--- config.mk ---
export PLATFORM = sky130hd
export DESIGN_NAME = crp_step
export DESIGN_NICKNAME = d
export VERILOG_FILES = /design/src/rtl/collatz_residue_polynomial_core_assert.svh /design/src/rtl/crp_pkg.sv /design/src/rtl/crp_step.sv
export SDC_FILE = /design/constraint.sdc
export NUM_CORES = 1
export LEC_CHECK = 0
export BUFFER_PORTS_ARGS = -buffer_cell sky130_fd_sc_hd__buf_2
export CORE_ASPECT_RATIO = 1.2
export CORE_UTILIZATION = 45
export DETAILED_ROUTE_END_ITERATION = 10
export GPL_TIMING_DRIVEN = 0
export PLACE_DENSITY = 0.65
export SKIP_LAST_GASP = 1
export SLEW_MARGIN = 5
export SYNTH_ARGS = -nofsm -noshare
export SYNTH_HDL_FRONTEND = slang
export SYNTH_SLANG_ARGS = --single-unit
--- constraint.sdc ---
create_clock -name clock -period 9.8 [get_ports clock]
set_clock_uncertainty 0.05 [all_clocks]
set_input_delay 2.94 -clock clock [delete_from_list [all_inputs] [get_ports clock]]
set_output_delay 2.94 -clock clock [all_outputs]
set_load 0.02 [all_outputs]
--- src/rtl/collatz_residue_polynomial_core_assert.svh ---
// assertion macros for the collatz residue polynomial core
`ifndef COLLATZ_RESIDUE_POLYNOMIAL_CORE_ASSERT_SVH
`define COLLATZ_RESIDUE_POLYNOMIAL_CORE_ASSERT_SVH

// implication checked on every clock edge outside reset
`define CRP_ASSERT_IMP(lbl, ante, cons) \
   lbl: assert property (@(posedge clock) disable iff (reset) (ante) |-> (cons)) \
      else $error("assertion failed");

// implication whose consequent is checked in the cycle after the antecedent
`define CRP_ASSERT_NEXT(lbl, ante, cons) \
   lbl: assert property (@(posedge clock) disable iff (reset) (ante) |=> (cons)) \
      else $error("assertion failed");

`endif

--- src/rtl/crp_pkg.sv ---
// shared types, constants and power table for the collatz residue core
`default_nettype none
package crp_pkg;

   localparam int ValueWidth = 36;
   localparam int CountWidth = 5;
   localparam int PowWidth   = 32;
   localparam int CmpWidth   = 52;

   localparam logic [PowWidth-1:0] POW3 [21] = '{
      32'd1, 32'd3, 32'd9, 32'd27, 32'd81, 32'd243, 32'd729, 32'd2187, 32'd6561,
      32'd19683, 32'd59049, 32'd177147, 32'd531441, 32'd1594323, 32'd4782969,
      32'd14348907, 32'd43046721, 32'd129140163, 32'd387420489, 32'd1162261467,
      32'd3486784401
   };

   localparam logic [CountWidth-1:0] POW3_TOP = 5'd20;

   localparam logic [1:0] REG_WINDOW_WIDTH = 2'd0;

   typedef struct packed {
      logic [ValueWidth-1:0] v;
      logic [CountWidth-1:0] a;
      logic [CountWidth-1:0] b;
      logic [CountWidth-1:0] pa;
      logic [CountWidth-1:0] pb;
      logic [ValueWidth-1:0] pv;
      logic                  nb;
      logic [CountWidth-1:0] w;
   } crp_state_type;

   function automatic logic [PowWidth-1:0] crp_pow3(input logic [CountWidth-1:0] a);
      logic [CountWidth-1:0] idx;
      idx = (a > POW3_TOP) ? POW3_TOP : a;
      return POW3[idx];
   endfunction

   // true when 3^a < 2^b
   function automatic logic crp_below(input logic [CountWidth-1:0] a,
                                      input logic [CountWidth-1:0] b);
      logic [PowWidth-1:0] p2;
      p2 = 32'd1 << b;
      return crp_pow3(a) < p2;
   endfunction

endpackage
`default_nettype wire

--- src/rtl/crp_step.sv ---
// one collatz step stage of the walk pipeline
`default_nettype none
module crp_step (
   input  wire                   clock,
   input  wire                   reset,
   input  wire                   advance,
   input  wire                   in_valid,
   input  crp_pkg::crp_state_type in_state,
   output logic                  out_valid,
   output crp_pkg::crp_state_type out_state
);
   import crp_pkg::*;

   logic          valid_ff;
   crp_state_type state_ff;
   crp_state_type state_in;
   logic [CmpWidth-1:0] lhs;
   logic [CmpWidth-1:0] rhs;

   always_comb begin
      state_in = in_state;
      lhs      = '0;
      rhs      = '0;
      if (in_state.b < in_state.w) begin
         if (crp_below(in_state.a, in_state.b)) begin
            state_in.nb = 1'b0;
         end
         if (in_state.v[0]) begin
            state_in.v = in_state.v + {in_state.v[ValueWidth-2:0], 1'b0} + 36'd1;
            if (in_state.a < POW3_TOP) begin
               state_in.a = in_state.a + 5'd1;
            end
            // ratio compare: 3^a * 2^pb > 3^pa * 2^b
            lhs = {20'd0, crp_pow3(state_in.a)} << in_state.pb;
            rhs = {20'd0, crp_pow3(in_state.pa)} << in_state.b;
            if (lhs > rhs) begin
               state_in.pa = state_in.a;
               state_in.pb = in_state.b;
               state_in.pv = state_in.v;
            end
         end else begin
            state_in.v = in_state.v >> 1;
            state_in.b = in_state.b + 5'd1;
         end
      end
   end

   always_ff @(posedge clock) begin
      if (reset) begin
         valid_ff <= 1'b0;
      end else if (advance) begin
         valid_ff <= in_valid;
      end
   end

   always_ff @(posedge clock) begin
      if (advance) begin
         state_ff <= state_in;
      end
   end

   assign out_valid = valid_ff;
   assign out_state = state_ff;

endmodule
`default_nettype wire

==> metrics.md, run 1 <==
| Metric | Value |
|---|---|
| Main synth FF type | edfxtp_1 |
| Final period util | 0.956 |
| Std-Cell Rows | 70 |
| FFs w/ async S/R, synth | 0 |
| Detail Placement HPWL | 40900 µm |
| Worst setup margin | 435 ps |
| Largest buffer count on any clock path | 2 |
| Largest net degree at the start of global routing | 60 |
| Area share of the leading cell type in the synthesized netlist | 0.210 |
| Routed vias/inst | between 6 and 7 |
| Residual DRC | 0 |
| Mapped Avg Cell Area | 8.00 µm² |
| Post-synth EDFFs | 98 |
| Mapped cell area | about 0.014 mm² |
| Fin util | 0.519 |
| Reg clk slew, reported paths | approximately 70 ps |
| Setup TNS | 0 ps |
| Antenna-violating nets left | 0 |
| Top post-synthesis cells by count | 192 x nand2_1, 172 x a21oi_1, 161 x nor2_1, 146 x ha_1, 143 x o21ai_0 |
| RSZ-0062 raised after global routing | false |
| CP bufs+invs | 6 |
| First-pass GRT wire length | 76700 µm |
| CP max stage cell | a2111oi_0 |
| DIE WIDTH | roughly 160 µm |
| Die Ht | 195 µm |
| GR Overflow Total | 0 |
| Fillers | between 3k and 4k |
| Gate Count Post-Synth | approximately 1.8k |
| Crit path launch type | input pin |
| Critical path class | in -> reg |
| Final hold vios | 0 |
| Worst slack at placement | -656 ps |
| Count leader, synth | nand2_1 |
| Req. time, crit path | between 9000 and 10000 ps |
| Number of port buffers | 195 |
| Most frequent CP cell | buf_2 |
| PwrDens | roughly 120 mW/mm² |
| Slowest stage delay, CP | 420 ps |
| CTS Sinks | 99 |
| Pins Over Slew Limit | 0 |
| H-tree depth | 3 |
| Synth area leaders | edfxtp_1 21%, ha_1 13%, mux2i_1 8.1% |
| Drt wl/cell | 21.2 µm |
| Synth Warn # | 0 |
| Cts hold-fix bufs | 0 |
| Placed cells | roughly 2.3k |
| FF+latch count, synth | 99 |
| Tmin final | 9360 ps |
| Max Cap Viol | 0 |
| Leak | ~6.8 nW |
| Final wirelength | between 50000 and 60000 µm |
| # setup viols final | 0 |
| Area grow syn2layout | 13.2% |
| Post-route cell area | around 0.016 mm² |
| Area of the die | between 0.03 and 0.04 mm² |
| Layout cells sized above 1 | 0.179 |
| Drt first pass iters | 7 |
| Vias in the first global route | 14.0k |
| Finished Layout Cells | 2361 |
| Layout Nets | 2209 |
| Via count | ~14k |
| GR Util All Layers | 0.308 |
| Clock root buffer | clkbuf_16 |
| VDD IR max | 0.000100 V |
| Cts bufs inserted | 9 |
| Yosys top cell by area | edfxtp_1 |
| DP Area | between 0.015 and 0.02 mm² |
| Max Freq | 0.107 GHz |
| Crit path max fanout | 10 |
| Worst EP arrival | 9430 ps |
| CTS tree | built |
| Hold WC Path Type | reg -> reg |
| Nature of the critical path endpoint | register |
| IO Pins | 201 |
| Placer Congestion | 0.974 |
| Net Count, Synth | approximately 2.0k |
| DRT iter0 DRCs | 1743 |
| Actual slew at the worst max-slew pin | 846 ps |
| Starting density of the core | 0.459 |
| WHS | 441 ps |
| Cell family with most CP delay | compound AO/OA/AOI/OAI gates |
| Core ar. | between 0.03 and 0.04 mm² |
| Register area share after synthesis | 0.211 |
| Yosys cell types | 98 |
| Slew HR | 0.436 |
| Outcome | complete, no violations |
| Initial antenna violation count | 0 |
| Total power | 1.87 mW |
| Worst-skew pair later-pin latency | around 350 ps |
| Number of diodes | 0 |
power breakdown:
group	internal [mW]	total, mW	switching, mW	leakage [nW]
clock	0.223	0.379	0.155	0.150
combinational	0.346	0.946	0.600	5.65
sequential	0.532	0.547	0.0153	0.966
total	1.10	1.87	0.770	6.77
worst min-delay path: cells and delay by family, from the launching register on:
| family | cells | cell delay [ps] |
|---|---|---|
| flops | 1 | 320 |
| mux | 1 | 70 |
| simple gates | 1 | 70 |
path summary, 6_finish.rpt:
check,to,cells past startpoint,startpoint,slack (ps)
max,out_state[28]$_DFFE_PP_,27,in_state[58],440
min,out_valid$_SDFFE_PP0P_,2,out_valid$_SDFFE_PP0P_,440
max reg2reg,out_valid$_SDFFE_PP0P_,2,out_valid$_SDFFE_PP0P_,9160
min reg2reg,out_valid$_SDFFE_PP0P_,2,out_valid$_SDFFE_PP0P_,440
routing by layer:
layer | part of all wire | track usage | vias to the layer above
li1 | - | - | 6897
met1 | 0.40 | 0.372 | 6810
met2 | 0.50 | 0.548 | 658
met3 | 0.056 | 0.0246 | 125
met4 | 0.044 | 0.144 | 0
met5 | 0 | 0 | -
cells in the final DEF (no fill, tap or decap), types with 65 or more instances in the layout:
master,count
ha_1,145
mux2i_1,113
edfxtp_1,98
nand2_1,192
a21oi_1,171
nor2_1,161
buf_2,208
mux2_2,65
o21ai_0,142
clkbuf_1,79
logic make-up after synthesis:
group,count (synthesis),share of synthesized area
AO/OA/AOI/OAI,547,0.245
XOR/XNOR,45,0.0300
adder cells (fa/ha/maj),147,0.132
buffers and inverters,179,0.0523
flip-flops,99,0.211
multiplexers,188,0.148
AND/OR/NAND/NOR,547,0.181
cell type report:
type	instances	area, µm²	area share
Clock buffer	11	233	0.0147
Clock inverter	5	77.6	0.00489
Multi-Input combinational cell	1474	10300	0.652
Timing Repair Buffer	197	1010	0.0639
Tap cell	396	495	0.0312
Inverter	55	206	0.0130
Sequential cell	99	2960	0.187
Buffer	124	532	0.0335
state kept, by name (all words and copies together) (netlist names):
signal / count
out_valid: 1
out_state: 98
timing repair:
action,4_1_cts,5_1_grt
gates resized for setup,2,7
buffers inserted,0,1
pin swaps,0,1
setup endpoints to repair,40,40
endpoints found under the hold margin,0,0
(Power assumes the default switching activity.)
==> run 2, diff against run 1 <==
- CORE_UTILIZATION: 45 -> 60
- PLACE_DENSITY: 0.65 -> 0.83
==> metrics.md, run 2 (synthesized netlist as in run 1, its figures left out) <==
| Metric | Value |
|---|---|
| Drt first pass iters | 6 |
| Residual DRC | 0 |
| Finished Layout Cells | 2276 |
| Critical path class | in -> reg |
| Routed vias/inst | about 6.7 |
| Core ar. | 0.0227 mm² |
| Placed cells | ~2.3k |
| Pins Over Slew Limit | 0 |
| Antenna-violating nets left | 0 |
| Vias in the first global route | 14.9k |
| Area of the die | between 0.02 and 0.025 mm² |
| CTS tree | built |
| Crit path max fanout | 10 |
| Max reg flops | just under 100 |
| Placer Congestion | between 1 and 1.5 |
| Clock root buffer | clkbuf_16 |
| Area grow syn2layout | 12.2% |
| Layout cells sized above 1 | 0.179 |
| Total power | roughly 1.9 mW |
| Max Freq | 0.104 GHz |
| Crit path launch type | input pin |
| Final wirelength | 50200 µm |
| R2r endpoint | out_valid$_SDFFE_PP0P_ |
| Drt wl/cell | roughly 22 µm |
| DIE WIDTH | 142 µm |
| Req. time, crit path | 9850 ps |
| Worst EP arrival | about 9600 ps |
| Worst hold endpoint | out_valid$_SDFFE_PP0P_ |
| Final period util | 0.979 |
| PwrDens | 118 mW/mm² |
| Worst-skew pair later-pin latency | 350 ps |
| Max Cap Viol | 0 |
| Layout Nets | 2209 |
| Std-Cell Rows | 60 |
| # setup viols final | 0 |
| Slew HR | 0.387 |
| Outcome | complete, no violations |
| Via count | 15.2k |
| Worst slack at placement | -663 ps |
| H-tree depth | 3 |
| Largest net degree at the start of global routing | 73 |
| Worst R2R Path Depth | 2 |
| GR Util All Layers | 0.414 |
| Worst hold start | out_valid$_SDFFE_PP0P_ |
| RSZ-0062 raised after global routing | false |
| Die Ht | approximately 170 µm |
| First-pass GRT wire length | between 70000 and 80000 µm |
| Most frequent cells in the layout | 208 x buf_2, 192 x nand2_1, 172 x a21oi_1, 161 x nor2_1, 144 x ha_1 |
| Most common cell after layout, fill and taps aside | buf_2 |
| R2R setup slack | approximately 9100 ps |
| Hold WC Path Type | reg -> reg |
| Tmin final | 9590 ps |
| Final hold vios | 0 |
| Detail Placement HPWL | 40400 µm |
| GR Overflow Total | 0 |
| Leak | roughly 6.7 nW |
| VDD IR max | 0.0000847 V |
| Actual slew at the worst max-slew pin | roughly 900 ps |
| Setup TNS | 0 ps |
| Cts bufs inserted | 9 |
| Worst setup margin | 210 ps |
| Initial antenna violation count | 1 |
| Reg clk slew, reported paths | 80 ps |
| R2r startpoint | out_valid$_SDFFE_PP0P_ |
| CTS Sinks | 99 |
| Number of port buffers | 195 |
| DRT iter0 DRCs | 1465 |
| Largest buffer count on any clock path | 2 |
| Cell count of the worst hold path | 2 |
| IO Pins | 201 |
| Nature of the critical path endpoint | register |
| Starting density of the core | 0.618 |
## run 2: routing by layer
layer | global-route usage | vias up | part of all wire
met1 | 0.457 | 6994 | 0.35
met2 | 0.733 | 1011 | 0.48
met5 | 0 | - | 0
li1 | - | 6914 | -
met3 | 0.0463 | 260 | 0.086
met4 | 0.306 | 0 | 0.082
## run 2: worst max-delay path: stages
cell	delay, ps
buf_2	90
buf_2	230
inv_1	120
xnor2_1	570
and2_0	210
clkbuf_1	260
ha_2	350
inv_1	60
o21ai_1	120
a21boi_0	230
o31ai_2	130
mux2_2	310
mux2i_1	350
nor2_1	80
a21oi_1	390
o221ai_1	280
ha_1	390
a21oi_1	150
a21oi_1	90
a2111oi_0	460
nor3_1	110
o31a_1	310
o31ai_1	350
clkbuf_4	340
buf_2	280
mux2_2	420
## run 2: stage by stage
step                utilization  hold WS [ps]  area, µm²
floorplan                     -           529      14000
global placement          0.678           416      15400
detailed placement        0.680           497      15400
CTS                       0.693           510      15700
global route              0.694           561      15700
finish                    0.694           511      15700
## run 2: final cells by class
class | count | area [µm²]
multi-input cells | 1474 | 10300
fillers | 1956 | 6940
flip-flops and latches | 99 | 2960
repair buffers | 197 | 1010
plain buffers | 124 | 532
well taps | 310 | 388
clock buffers | 10 | 229
inverters | 55 | 206
clock inverters | 6 | 52.6
diodes | 1 | 2.50
## run 2: worst max-delay path by stage
| stage | start | to | slack [ps] |
|---|---|---|---|
| CTS | in_state[58] | out_state[37]$_DFFE_PP_ | 110 |
| global placement | in_state[58] | out_state[37]$_DFFE_PP_ | -680 |
| finish | in_state[57] | out_state[22]$_DFFE_PP_ | 210 |
| global route | in_state[58] | out_state[22]$_DFFE_PP_ | 10 |
| floorplan | in_state[57] | out_state[13]$_DFFE_PP_ | 1250 |
| detailed placement | in_state[58] | out_state[37]$_DFFE_PP_ | -660 |
## run 2: power breakdown
part,internal (mW),switching [mW]
registers,0.531,0.0140
clock network,0.177,0.173
logic,0.347,0.617
total,1.06,0.804
## run 2: what timing repair did
item,CTS,global route
hold buffers,0,0
setup buffers,0,1
resized for setup,3,7
pin swaps,0,1
setup endpoints to repair,40,46
